## config.mk

```make
export PLATFORM = sky130hd
export DESIGN_NAME = shape_pair_overlap_test_unit
export DESIGN_NICKNAME = d
export VERILOG_FILES = /design/src/sv/spot_pkg.sv /design/src/sv/spot_prep.sv /design/src/sv/spot_dist.sv /design/src/sv/spot_square.sv /design/src/sv/shape_pair_overlap_test_unit.sv
export VERILOG_INCLUDE_DIRS = /design/src /design/src/sv
export SDC_FILE = /design/constraint.sdc
export NUM_CORES = 2
export LEC_CHECK = 0
export ABC_AREA = 0
export BUFFER_PORTS_ARGS = -buffer_cell sky130_fd_sc_hd__buf_2
export CORE_UTILIZATION = 40
export CTS_BUF_LIST = sky130_fd_sc_hd__clkbuf_4
export DETAILED_ROUTE_END_ITERATION = 8
export GPL_TIMING_DRIVEN = 0
export PLACE_DENSITY = 0.59
export REMOVE_ABC_BUFFERS = 1
export SYNTH_ARGS = -nofsm -noshare
export SYNTH_HDL_FRONTEND = slang
export SYNTH_HIERARCHICAL = 1
export SYNTH_SLANG_ARGS = --single-unit
export TNS_END_PERCENT = 10
```

## constraint.sdc

```tcl
create_clock -name aclk -period 7.71 [get_ports aclk]
set_input_delay 1.542 -clock aclk [delete_from_list [all_inputs] [get_ports aclk]]
set_output_delay 1.542 -clock aclk [all_outputs]
set_load 0.005 [all_outputs]
```

## src/sv/shape_pair_overlap_test_unit_assert.svh

```systemverilog
// assertion macros for the shape pair overlap test unit
// both expect aclk and aresetn in scope
`ifndef SHAPE_PAIR_OVERLAP_TEST_UNIT_ASSERT_SVH
`define SHAPE_PAIR_OVERLAP_TEST_UNIT_ASSERT_SVH

// same-cycle implication
`define SPOT_ASSERT_NOW(label, ante, cons) \
    label: assert property (@(posedge aclk) disable iff (!aresetn) (ante) |-> (cons)) \
        else $error("spot: same-cycle check failed");

// next-cycle implication
`define SPOT_ASSERT_NEXT(label, ante, cons) \
    label: assert property (@(posedge aclk) disable iff (!aresetn) (ante) |=> (cons)) \
        else $error("spot: next-cycle check failed");

`endif

```

## src/sv/spot_pkg.sv

```systemverilog
`default_nettype none

package spot_pkg;

    localparam int COORD_BITS = 16;
    localparam int SIZE_BITS  = 12;

    // doubled point: 2*coord + size, with headroom for 2*coord + 2*size
    localparam int PT_BITS   = ((COORD_BITS > SIZE_BITS) ? COORD_BITS : SIZE_BITS) + 3;
    localparam int DIFF_BITS = PT_BITS + 1;
    localparam int SQ_BITS   = 2 * DIFF_BITS;
    localparam int SUM_BITS  = SQ_BITS + 1;
    localparam int RAD_BITS  = SIZE_BITS + 1;
    localparam int RSQ_BITS  = 2 * RAD_BITS;

    typedef enum logic [1:0] {
        SHAPE_RECT   = 2'd0,
        SHAPE_CIRCLE = 2'd1,
        SHAPE_OTHER  = 2'd2
    } shape_kind_t;

    typedef enum logic [1:0] {
        TEST_BOX_BOX       = 2'd0,
        TEST_CIRCLE_CIRCLE = 2'd1,
        TEST_BOX_CIRCLE    = 2'd2,
        TEST_NONE          = 2'd3
    } test_t;

    typedef struct packed {
        logic [1:0]                    first_shape;
        logic signed [COORD_BITS-1:0]  first_x;
        logic signed [COORD_BITS-1:0]  first_y;
        logic [SIZE_BITS-1:0]          first_w;
        logic [SIZE_BITS-1:0]          first_h;
        logic [1:0]                    second_shape;
        logic signed [COORD_BITS-1:0]  second_x;
        logic signed [COORD_BITS-1:0]  second_y;
        logic [SIZE_BITS-1:0]          second_w;
        logic [SIZE_BITS-1:0]          second_h;
    } in_item_t;

    typedef struct packed {
        logic  hit;
        test_t test_used;
    } out_item_t;

    // after operand selection: point against the interval [lo, hi] per axis
    typedef struct packed {
        test_t                      test;
        logic                       box_hit;
        logic signed [PT_BITS-1:0]  pt_x;
        logic signed [PT_BITS-1:0]  lo_x;
        logic signed [PT_BITS-1:0]  hi_x;
        logic signed [PT_BITS-1:0]  pt_y;
        logic signed [PT_BITS-1:0]  lo_y;
        logic signed [PT_BITS-1:0]  hi_y;
        logic [RAD_BITS-1:0]        rad;
    } prep_t;

    typedef struct packed {
        test_t                        test;
        logic                         box_hit;
        logic signed [DIFF_BITS-1:0]  dx;
        logic signed [DIFF_BITS-1:0]  dy;
        logic [RAD_BITS-1:0]          rad;
    } dist_t;

    typedef struct packed {
        test_t                test;
        logic                 box_hit;
        logic [SQ_BITS-1:0]   dx2;
        logic [SQ_BITS-1:0]   dy2;
        logic [RSQ_BITS-1:0]  rsq;
    } sq_t;

endpackage

`default_nettype wire

```

## src/sv/spot_prep.sv

```systemverilog
`default_nettype none

module spot_prep (
    input  wire logic              aclk,
    input  wire logic              aresetn,
    input  wire logic              in_valid,
    output logic                   in_ready,
    input  wire spot_pkg::in_item_t in_data,
    output logic                   out_valid,
    input  wire logic              out_ready,
    output spot_pkg::prep_t        out_data
);

    localparam int PW = spot_pkg::PT_BITS;
    localparam int RW = spot_pkg::RAD_BITS;

    logic                 valid_reg;
    spot_pkg::prep_t      data_reg;
    spot_pkg::prep_t      data_next;
    spot_pkg::shape_kind_t ka;
    spot_pkg::shape_kind_t kb;

    logic signed [PW-1:0] ax2, ay2, aw, ah, bx2, by2, bw, bh;
    logic signed [PW-1:0] a_right, a_bottom, b_right, b_bottom;
    logic signed [PW-1:0] ca_x, ca_y, cb_x, cb_y;

    always_comb begin
        unique case (in_data.first_shape)
            spot_pkg::SHAPE_RECT:   ka = spot_pkg::SHAPE_RECT;
            spot_pkg::SHAPE_CIRCLE: ka = spot_pkg::SHAPE_CIRCLE;
            default:                ka = spot_pkg::SHAPE_OTHER;
        endcase
        unique case (in_data.second_shape)
            spot_pkg::SHAPE_RECT:   kb = spot_pkg::SHAPE_RECT;
            spot_pkg::SHAPE_CIRCLE: kb = spot_pkg::SHAPE_CIRCLE;
            default:                kb = spot_pkg::SHAPE_OTHER;
        endcase
    end

    // everything in doubled units, one fractional bit
    always_comb begin
        ax2 = PW'(in_data.first_x) <<< 1;
        ay2 = PW'(in_data.first_y) <<< 1;
        bx2 = PW'(in_data.second_x) <<< 1;
        by2 = PW'(in_data.second_y) <<< 1;
        aw  = signed'(PW'(in_data.first_w));
        ah  = signed'(PW'(in_data.first_h));
        bw  = signed'(PW'(in_data.second_w));
        bh  = signed'(PW'(in_data.second_h));

        a_right  = ax2 + (aw <<< 1);
        a_bottom = ay2 + (ah <<< 1);
        b_right  = bx2 + (bw <<< 1);
        b_bottom = by2 + (bh <<< 1);

        ca_x = ax2 + aw;
        ca_y = ay2 + ah;
        cb_x = bx2 + bw;
        cb_y = by2 + bh;
    end

    always_comb begin
        data_next.box_hit = (a_right >= bx2) && (b_right >= ax2) &&
                            (a_bottom >= by2) && (b_bottom >= ay2);

        // default arrangement is circle against circle: interval shrinks to a point
        data_next.test = spot_pkg::TEST_NONE;
        data_next.pt_x = ca_x;
        data_next.pt_y = ca_y;
        data_next.lo_x = cb_x;
        data_next.hi_x = cb_x;
        data_next.lo_y = cb_y;
        data_next.hi_y = cb_y;
        data_next.rad  = RW'(in_data.first_w) + RW'(in_data.second_w);

        if (ka == spot_pkg::SHAPE_CIRCLE && kb == spot_pkg::SHAPE_RECT) begin
            data_next.test = spot_pkg::TEST_BOX_CIRCLE;
            data_next.lo_x = bx2;
            data_next.hi_x = b_right;
            data_next.lo_y = by2;
            data_next.hi_y = b_bottom;
            data_next.rad  = RW'(in_data.first_w);
        end else if (ka == spot_pkg::SHAPE_RECT && kb == spot_pkg::SHAPE_CIRCLE) begin
            data_next.test = spot_pkg::TEST_BOX_CIRCLE;
            data_next.pt_x = cb_x;
            data_next.pt_y = cb_y;
            data_next.lo_x = ax2;
            data_next.hi_x = a_right;
            data_next.lo_y = ay2;
            data_next.hi_y = a_bottom;
            data_next.rad  = RW'(in_data.second_w);
        end else if (ka == spot_pkg::SHAPE_CIRCLE && kb == spot_pkg::SHAPE_CIRCLE) begin
            data_next.test = spot_pkg::TEST_CIRCLE_CIRCLE;
        end else if (ka == spot_pkg::SHAPE_RECT && kb == spot_pkg::SHAPE_RECT) begin
            data_next.test = spot_pkg::TEST_BOX_BOX;
        end
    end

    assign in_ready  = !valid_reg || out_ready;
    assign out_valid = valid_reg;
    assign out_data  = data_reg;

    always_ff @(posedge aclk) begin
        if (!aresetn) begin
            valid_reg <= 1'b0;
        end else if (in_ready) begin
            valid_reg <= in_valid;
        end
    end

    always_ff @(posedge aclk) begin
        if (in_ready && in_valid) begin
            data_reg <= data_next;
        end
    end

endmodule

`default_nettype wire

```

## src/sv/spot_dist.sv

```systemverilog
`default_nettype none

module spot_dist (
    input  wire logic             aclk,
    input  wire logic             aresetn,
    input  wire logic             in_valid,
    output logic                  in_ready,
    input  wire spot_pkg::prep_t  in_data,
    output logic                  out_valid,
    input  wire logic             out_ready,
    output spot_pkg::dist_t       out_data
);

    localparam int PW = spot_pkg::PT_BITS;
    localparam int DW = spot_pkg::DIFF_BITS;

    logic            valid_reg;
    spot_pkg::dist_t data_reg;
    spot_pkg::dist_t data_next;

    // distance from a point to the nearest point of [lo, hi]
    function automatic logic signed [DW-1:0] clamp_diff(
        input logic signed [PW-1:0] pt,
        input logic signed [PW-1:0] lo,
        input logic signed [PW-1:0] hi
    );
        logic signed [DW-1:0] res;
        if (pt > hi) begin
            res = DW'(pt) - DW'(hi);
        end else if (pt < lo) begin
            res = DW'(pt) - DW'(lo);
        end else begin
            res = '0;
        end
        return res;
    endfunction

    always_comb begin
        data_next.test    = in_data.test;
        data_next.box_hit = in_data.box_hit;
        data_next.rad     = in_data.rad;
        data_next.dx      = clamp_diff(in_data.pt_x, in_data.lo_x, in_data.hi_x);
        data_next.dy      = clamp_diff(in_data.pt_y, in_data.lo_y, in_data.hi_y);
    end

    assign in_ready  = !valid_reg || out_ready;
    assign out_valid = valid_reg;
    assign out_data  = data_reg;

    always_ff @(posedge aclk) begin
        if (!aresetn) begin
            valid_reg <= 1'b0;
        end else if (in_ready) begin
            valid_reg <= in_valid;
        end
    end

    always_ff @(posedge aclk) begin
        if (in_ready && in_valid) begin
            data_reg <= data_next;
        end
    end

endmodule

`default_nettype wire

```

## src/sv/spot_square.sv

```systemverilog
`default_nettype none

module spot_square (
    input  wire logic             aclk,
    input  wire logic             aresetn,
    input  wire logic             in_valid,
    output logic                  in_ready,
    input  wire spot_pkg::dist_t  in_data,
    output logic                  out_valid,
    input  wire logic             out_ready,
    output spot_pkg::sq_t         out_data
);

    localparam int SW = spot_pkg::SQ_BITS;
    localparam int QW = spot_pkg::RSQ_BITS;

    logic                 valid_reg;
    spot_pkg::sq_t        data_reg;
    spot_pkg::sq_t        data_next;
    logic signed [SW-1:0] dx_prod;
    logic signed [SW-1:0] dy_prod;

    always_comb begin
        dx_prod = SW'(in_data.dx) * SW'(in_data.dx);
        dy_prod = SW'(in_data.dy) * SW'(in_data.dy);

        data_next.test    = in_data.test;
        data_next.box_hit = in_data.box_hit;
        // squares are never negative
        data_next.dx2     = unsigned'(dx_prod);
        data_next.dy2     = unsigned'(dy_prod);
        data_next.rsq     = QW'(in_data.rad) * QW'(in_data.rad);
    end

    assign in_ready  = !valid_reg || out_ready;
    assign out_valid = valid_reg;
    assign out_data  = data_reg;

    always_ff @(posedge aclk) begin
        if (!aresetn) begin
            valid_reg <= 1'b0;
        end else if (in_ready) begin
            valid_reg <= in_valid;
        end
    end

    always_ff @(posedge aclk) begin
        if (in_ready && in_valid) begin
            data_reg <= data_next;
        end
    end

endmodule

`default_nettype wire

```

## src/sv/shape_pair_overlap_test_unit.sv

```systemverilog
// channel  | direction | ports                     | payload
// ---------+-----------+---------------------------+---------------------------
// s_       | in        | s_valid, s_ready, s_data  | two shapes: kind, x, y, w, h
// m_       | out       | m_valid, m_ready, m_data  | hit, test_used
//
// four register stages: operand select, clamp and difference, squaring,
// sum and compare into the output register
// one transaction in and one out per cycle while m_ready does not stall the output, set by the stage handshake
// each stage holds while the one after it is full and stalled, so a bubble
// anywhere lets a new transaction in even while a result waits on m_ready
// aresetn (synchronous) empties every stage; no clearing pass
`default_nettype none

`include "shape_pair_overlap_test_unit_assert.svh"

module shape_pair_overlap_test_unit (
    input  wire logic                aclk,
    input  wire logic                aresetn,
    input  wire logic                s_valid,
    output logic                     s_ready,
    input  wire spot_pkg::in_item_t  s_data,
    output logic                     m_valid,
    input  wire logic                m_ready,
    output spot_pkg::out_item_t      m_data
);

    localparam int UW = spot_pkg::SUM_BITS;

    logic                p_valid;
    logic                p_ready;
    spot_pkg::prep_t     p_data;
    logic                d_valid;
    logic                d_ready;
    spot_pkg::dist_t     d_data;
    logic                q_valid;
    logic                q_ready;
    spot_pkg::sq_t       q_data;

    logic                out_valid_reg;
    spot_pkg::out_item_t out_data_reg;
    spot_pkg::out_item_t out_data_next;
    logic [UW-1:0]       dist_sum;
    logic [UW-1:0]       rad_sq;

    spot_prep u_prep (
        .aclk      (aclk),
        .aresetn   (aresetn),
        .in_valid  (s_valid),
        .in_ready  (s_ready),
        .in_data   (s_data),
        .out_valid (p_valid),
        .out_ready (p_ready),
        .out_data  (p_data)
    );

    spot_dist u_dist (
        .aclk      (aclk),
        .aresetn   (aresetn),
        .in_valid  (p_valid),
        .in_ready  (p_ready),
        .in_data   (p_data),
        .out_valid (d_valid),
        .out_ready (d_ready),
        .out_data  (d_data)
    );

    spot_square u_square (
        .aclk      (aclk),
        .aresetn   (aresetn),
        .in_valid  (d_valid),
        .in_ready  (d_ready),
        .in_data   (d_data),
        .out_valid (q_valid),
        .out_ready (q_ready),
        .out_data  (q_data)
    );

    always_comb begin
        dist_sum = UW'(q_data.dx2) + UW'(q_data.dy2);
        rad_sq   = UW'(q_data.rsq);

        out_data_next.test_used = q_data.test;
        unique case (q_data.test)
            spot_pkg::TEST_BOX_BOX:       out_data_next.hit = q_data.box_hit;
            spot_pkg::TEST_CIRCLE_CIRCLE: out_data_next.hit = (dist_sum <= rad_sq);
            // box against circle is strict
            spot_pkg::TEST_BOX_CIRCLE:    out_data_next.hit = (dist_sum < rad_sq);
            default:                      out_data_next.hit = 1'b0;
        endcase
    end

    assign q_ready = !out_valid_reg || m_ready;
    assign m_valid = out_valid_reg;
    assign m_data  = out_data_reg;

    always_ff @(posedge aclk) begin
        if (!aresetn) begin
            out_valid_reg <= 1'b0;
        end else if (q_ready) begin
            out_valid_reg <= q_valid;
        end
    end

    always_ff @(posedge aclk) begin
        if (q_ready && q_valid) begin
            out_data_reg <= out_data_next;
        end
    end

    `SPOT_ASSERT_NOW(a_none_never_hits,
        m_valid && m_data.test_used == spot_pkg::TEST_NONE, !m_data.hit)

    `SPOT_ASSERT_NOW(a_empty_out_accepts, !m_valid, s_ready)

    `SPOT_ASSERT_NEXT(a_other_kind_unsupported,
        s_valid && s_ready && (s_data.first_shape == spot_pkg::SHAPE_OTHER ||
                               s_data.second_shape == spot_pkg::SHAPE_OTHER),
        p_valid && p_data.test == spot_pkg::TEST_NONE)

    `SPOT_ASSERT_NEXT(a_square_feeds_output,
        q_valid && q_ready, m_valid && m_data.test_used == $past(q_data.test))

endmodule

`default_nettype wire
```

# Yosys cells after proc, flatten, opt, wreduce, memory -nomap -nowiden
# Cells that the tools add are included.
# op_classes
mul	3
eq_ne	6
mux	14
n_reduce_logical	25
addsub	14
order_cmp	10
# op_table
cell	n
$mux W127	1
$mul A20 B20 Y40	2
$mux W20	4
$sub A19 B19 Y20	4
$add A17 B13 Y18	4
$add A17 B14 Y18	4
$ge A18 B17 Y1	4
$mux W51	1
$add A40 B40 Y41	1
$le A41 B26 Y1	1
$lt A41 B26 Y1	1
$gt A19 B19 Y1	2
$lt A19 B19 Y1	2
$mux W19	2
$mux W38	1
$mul A13 B13 Y26	1
$add A12 B12 Y13	1
$logic_and A1 B1 Y1	11
$eq A2 B1 Y1 const B	5
$logic_not A2 Y1	5
$pmux W2 S2	2
$logic_not A1 Y1	4
$logic_or A1 B1 Y1	4
$mux W2	2
other kinds (3)	3
# word_totals
input_bits	120
ff_bits	302

# Logic depth before layout (Yosys ltp)
# depth
depth_word	6
depth_mapped	28
mapped_depth_nobuf	26

# Modules after synthesis
# Netlist, hierarchy kept.
# modules_own_cells
module	seq_area_each_um2	n_inst	area_per_inst_um2	cells_each
spot_square	3203.1	1	34774.6	3500
spot_prep	3683.5	1	12117.9	1365
spot_dist	1701.6	1	5938.2	671
shape_pair_overlap_test_unit	110.1	1	3125.5	440

# Least setup slack after synthesis
# OpenSTA, ideal clock, no wires.
# synth_timing
path_type	reg2reg
startpoint	register u_dist.data_reg (netlist bit u_dist/out_data[32])
endpoint	register u_square.data_reg (netlist bit u_square/out_data[65]), data pin
slack_ps	604
path_buffers	2
period_less_slack_ps	7106
path_stages_with_launch	26
t_arrival_ps	6846
setup_time_ps	260
cell_sequence	edfxtp_1 clkbuf_1 clkbuf_1 nand2_1 fa_1 fa_1 inv_1 fa_1 inv_1 fa_1 inv_1 fa_1 fa_1 inv_1 fa_1 inv_1 ha_1 a21o_1 a21o_1 a21oi_1 nor2b_1 o21ai_0 o2111ai_1 a31o_2 a21oi_1 xnor2_1
# synth_lines
element	line	text
from (decl)	spot_dist.sv:18	spot_pkg::dist_t data_reg;
from (signal assigned)	spot_dist.sv:60	data_reg <= data_next;
to (signal assigned)	spot_square.sv:49	data_reg <= data_next;
to (decl)	spot_square.sv:18	spot_pkg::sq_t data_reg;

==> summary.md <==
| Metric | Value |
|---|---|
| Status | `completed` |
| Fin cells | `8069` |
| Cell Area, Placed | `0.0585 sq mm` |
| Via count | `42000` |
| TritonRoute pass-1 iters | `6` |
| Die Wd | `376 um` |
| Slew margin rel. | `19.1%` |
| Cell taking the most area after synthesis | `fa_1` |
| Netlist cell types | `114` |
| CP Data Arrival Time | `8120 ps` |
| # IOs | `125` |
| Number of global-route vias before repair | `44100` |
| Post-synth EDFFs | `287` |
| Num rows | `136` |
| Post-route cell area | `0.0607 sq mm` |
| DPL Wire Length | `115000 um` |
| Clock Root Buffer | `clkbuf_4` |
| Number of vias per cell | `5.20` |
| Crit share post-route | `96.8%` |
| Synth warnings | `6` |
| Max_cap viols | `0` |
| CTS tree | `yes` |
| Placer Congestion | `0.914` |
| Min-Delay Startpoint | `u_dist/out_data[55]` |
| Port-buffer cells | `124` |
| Post-Synthesis Cells | `5976` |
| Max-slew violation count | `0` |
| CTS buffer count | `80` |
| Post-synthesis cell area | `0.0560 sq mm` |
| Synth top cells by count | `inv_1, fa_1, ha_1, nand2_1` |
| Hold Slack | `403 ps` |
| Clk Latency, worst-skew pair | `890 ps` |
| DRT antenna net count | `0` |
| Syn Area/Cell | `9.36 sq um` |
| Antenna violations before repair | `9` |
| Worst EP required | `8360 ps` |
| Finished Core Util | `43.9%` |
| Starting DRT DRC Count | `2543` |
| Placed cell count | `7820` |
| Reg-to-Reg Start | `u_dist/out_data[38]` |
| Tot GR Track Use | `20.9%` |
| Sink Count | `291` |
| P&R area growth vs syn | `8.46%` |
| # setup viols final | `0` |
| Post-synth ARST share | `0%` |
| Largest net degree at the start of global routing | `75` |
| Clock Path Buffers | `3` |
| Crit. End Element | `flip-flop` |
| Worst Hold End | `u_square/out_data[108]` |
| Worst setup path category | `reg2reg` |
| HP Class | `reg2reg` |
| Fmax achieved | `134 MHz` |
| Nets | `7741` |
| Clk slew on worst S/H paths | `70 ps` |
| Clock Skew | `61.4 ps` |
| Setup crit start kind | `flip-flop` |
| Shortest period the worst path allows | `7460 ps` |
| Core ar. | `0.138 sq mm` |
| Most frequent cell after synthesis | `inv_1` |
| DRC errors left | `0` |
| Synth Flop Type | `edfxtp_1` |
| Setup slack, reg-to-reg | `250 ps` |
| Die H | `376 um` |
| Max FFs per register | `122` |
| Worst r2r path cells | `25` |
| Remaining Overflow, GRT | `0` |
| First-pass GRT wire length | `234000 um` |
| Crit-path max FO | `10` |
| Sequential area share after synthesis | `15.5%` |
| Full die area | `0.141 sq mm` |
| #FFs+latches synth | `291` |
| H-tree Lvls | `3` |
| WL per Instance | `18.1 um` |
| Layout cell share with drive strength beyond 1 | `7.49%` |
| Leading post-synthesis cells by cell area | `fa_1, edfxtp_1, ha_1` |
| Worst r2r dst | `u_square/out_data[105]` |
| Hold path depth | `0` |
| Least-Margin Pin Slew | `1210 ps` |
| Fill cells | `13600` |
| WL final | `146000 um` |
| Final Hold Viols | `0` |
| Initial Utilization | `40.5%` |
| Synth top area share | `31.3%` |
-- cell usage in the layout, fill, tap and decap left out, types with 64 or more instances in the layout --
cell type | Yosys | layout
fa_1 | 876 | 874
nor2_1 | 280 | 279
clkbuf_4 | 0 | 110
nand2_1 | 466 | 465
o21ai_0 | 197 | 195
ha_1 | 605 | 605
xnor2_1 | 233 | 233
xor2_1 | 93 | 93
buf_4 | 12 | 76
edfxtp_1 | 287 | 287
a21o_1 | 114 | 114
and2_1 | 210 | 207
a21oi_1 | 287 | 286
inv_1 | 1282 | 1281
buf_2 | 8 | 124
nor3_1 | 64 | 64
nand3_1 | 64 | 64
-- how the worst max path moves through the flow --
| stage | startpoint | endpoint | slack (ps) | cells after the start |
|---|---|---|---|---|
| floorplan | s_data[57] | u_prep/out_data[27] | -6200 | 4 |
| global placement | s_data[115] | u_prep/out_data[35] | -19340 | 4 |
| detailed placement | u_dist/out_data[52] | u_square/out_data[105] | -860 | 22 |
| CTS | u_dist/out_data[27] | u_square/out_data[53] | -50 | 21 |
| global route | u_dist/out_data[19] | u_square/out_data[53] | -30 | 26 |
| finish | u_dist/out_data[38] | u_square/out_data[105] | 250 | 25 |
-- cells by family (layout without fill, tap and decap cells) --
kind of cell	Yosys count	in the layout	share of synthesized area, %
muxes	14	14	0.262
xor gates and xnor gates	326	326	5.10
DFF	291	291	15.5
AOI/OAI and AO/OA	1076	1076	12.9
other	1	14	0.00670
and+or+nand+nor	1334	1334	11.5
adders and majority gates	1481	1481	44.9
buffers and inverters	1453	1670	9.89
-- through the flow --
step | setup TNS [ps] | setup slack [ps]
after global placement | -1261780 | -19340
after floorplan | -406150 | -6200
after detailed placement | -6790 | -865
after CTS | -48.8 | -48.8
after global routing | -83.5 | -34.0
final | 0 | 247
-- metal layers --
| layer | global-route usage, % | up-vias | share of wire, % |
|---|---|---|---|
| li1 | - | 19800 | - |
| met1 | 28.2 | 20900 | 45 |
| met2 | 35.6 | 1086 | 48 |
| met3 | 2.33 | 203 | 5.3 |
| met4 | 5.47 | 0 | 2.5 |
| met5 | 0 | - | 0 |
-- final cells by class --
class	count	area (sq um)	share of cell area, %
Timing Repair Buffer	249	1960	3.23
Clock buffer	110	826	1.36
Tap cell	1863	2330	3.84
Multi-Input combinational cell	4234	41800	68.9
Inverter	1284	4820	7.94
Clock inverter	27	225	0.371
Sequential cell	291	8700	14.3
Antenna cell	11	27.5	0.0454
-- critical path: stages (launching register included) --
cell and delay, ps:
edfxtp_1 360, buf_4 190, buf_12 160, buf_4 170, buf_8 160, and2_1 180, fa_1 490, inv_1 50
fa_1 460, fa_1 520, fa_1 550, inv_1 50, fa_1 460, fa_1 520, inv_1 50, fa_1 470
inv_1 50, ha_1 340, and3_1 260, a311o_1 350, a21o_1 210, a31oi_2 390, o311a_1 280, o21bai_1 70
a21oi_1 170, xnor2_1 230
-- timing repair --
action                     CTS  global route
resized for setup            1            10
gates cloned                 0             0
hold buffers                 0             0
pin swaps                    1             3
setup buffers               67            34
setup endpoints to repair   23            15
Power is left out: the tool's default activity adds up to more than one toggle a clock period on the data nets, which glitch-free logic cannot reach.
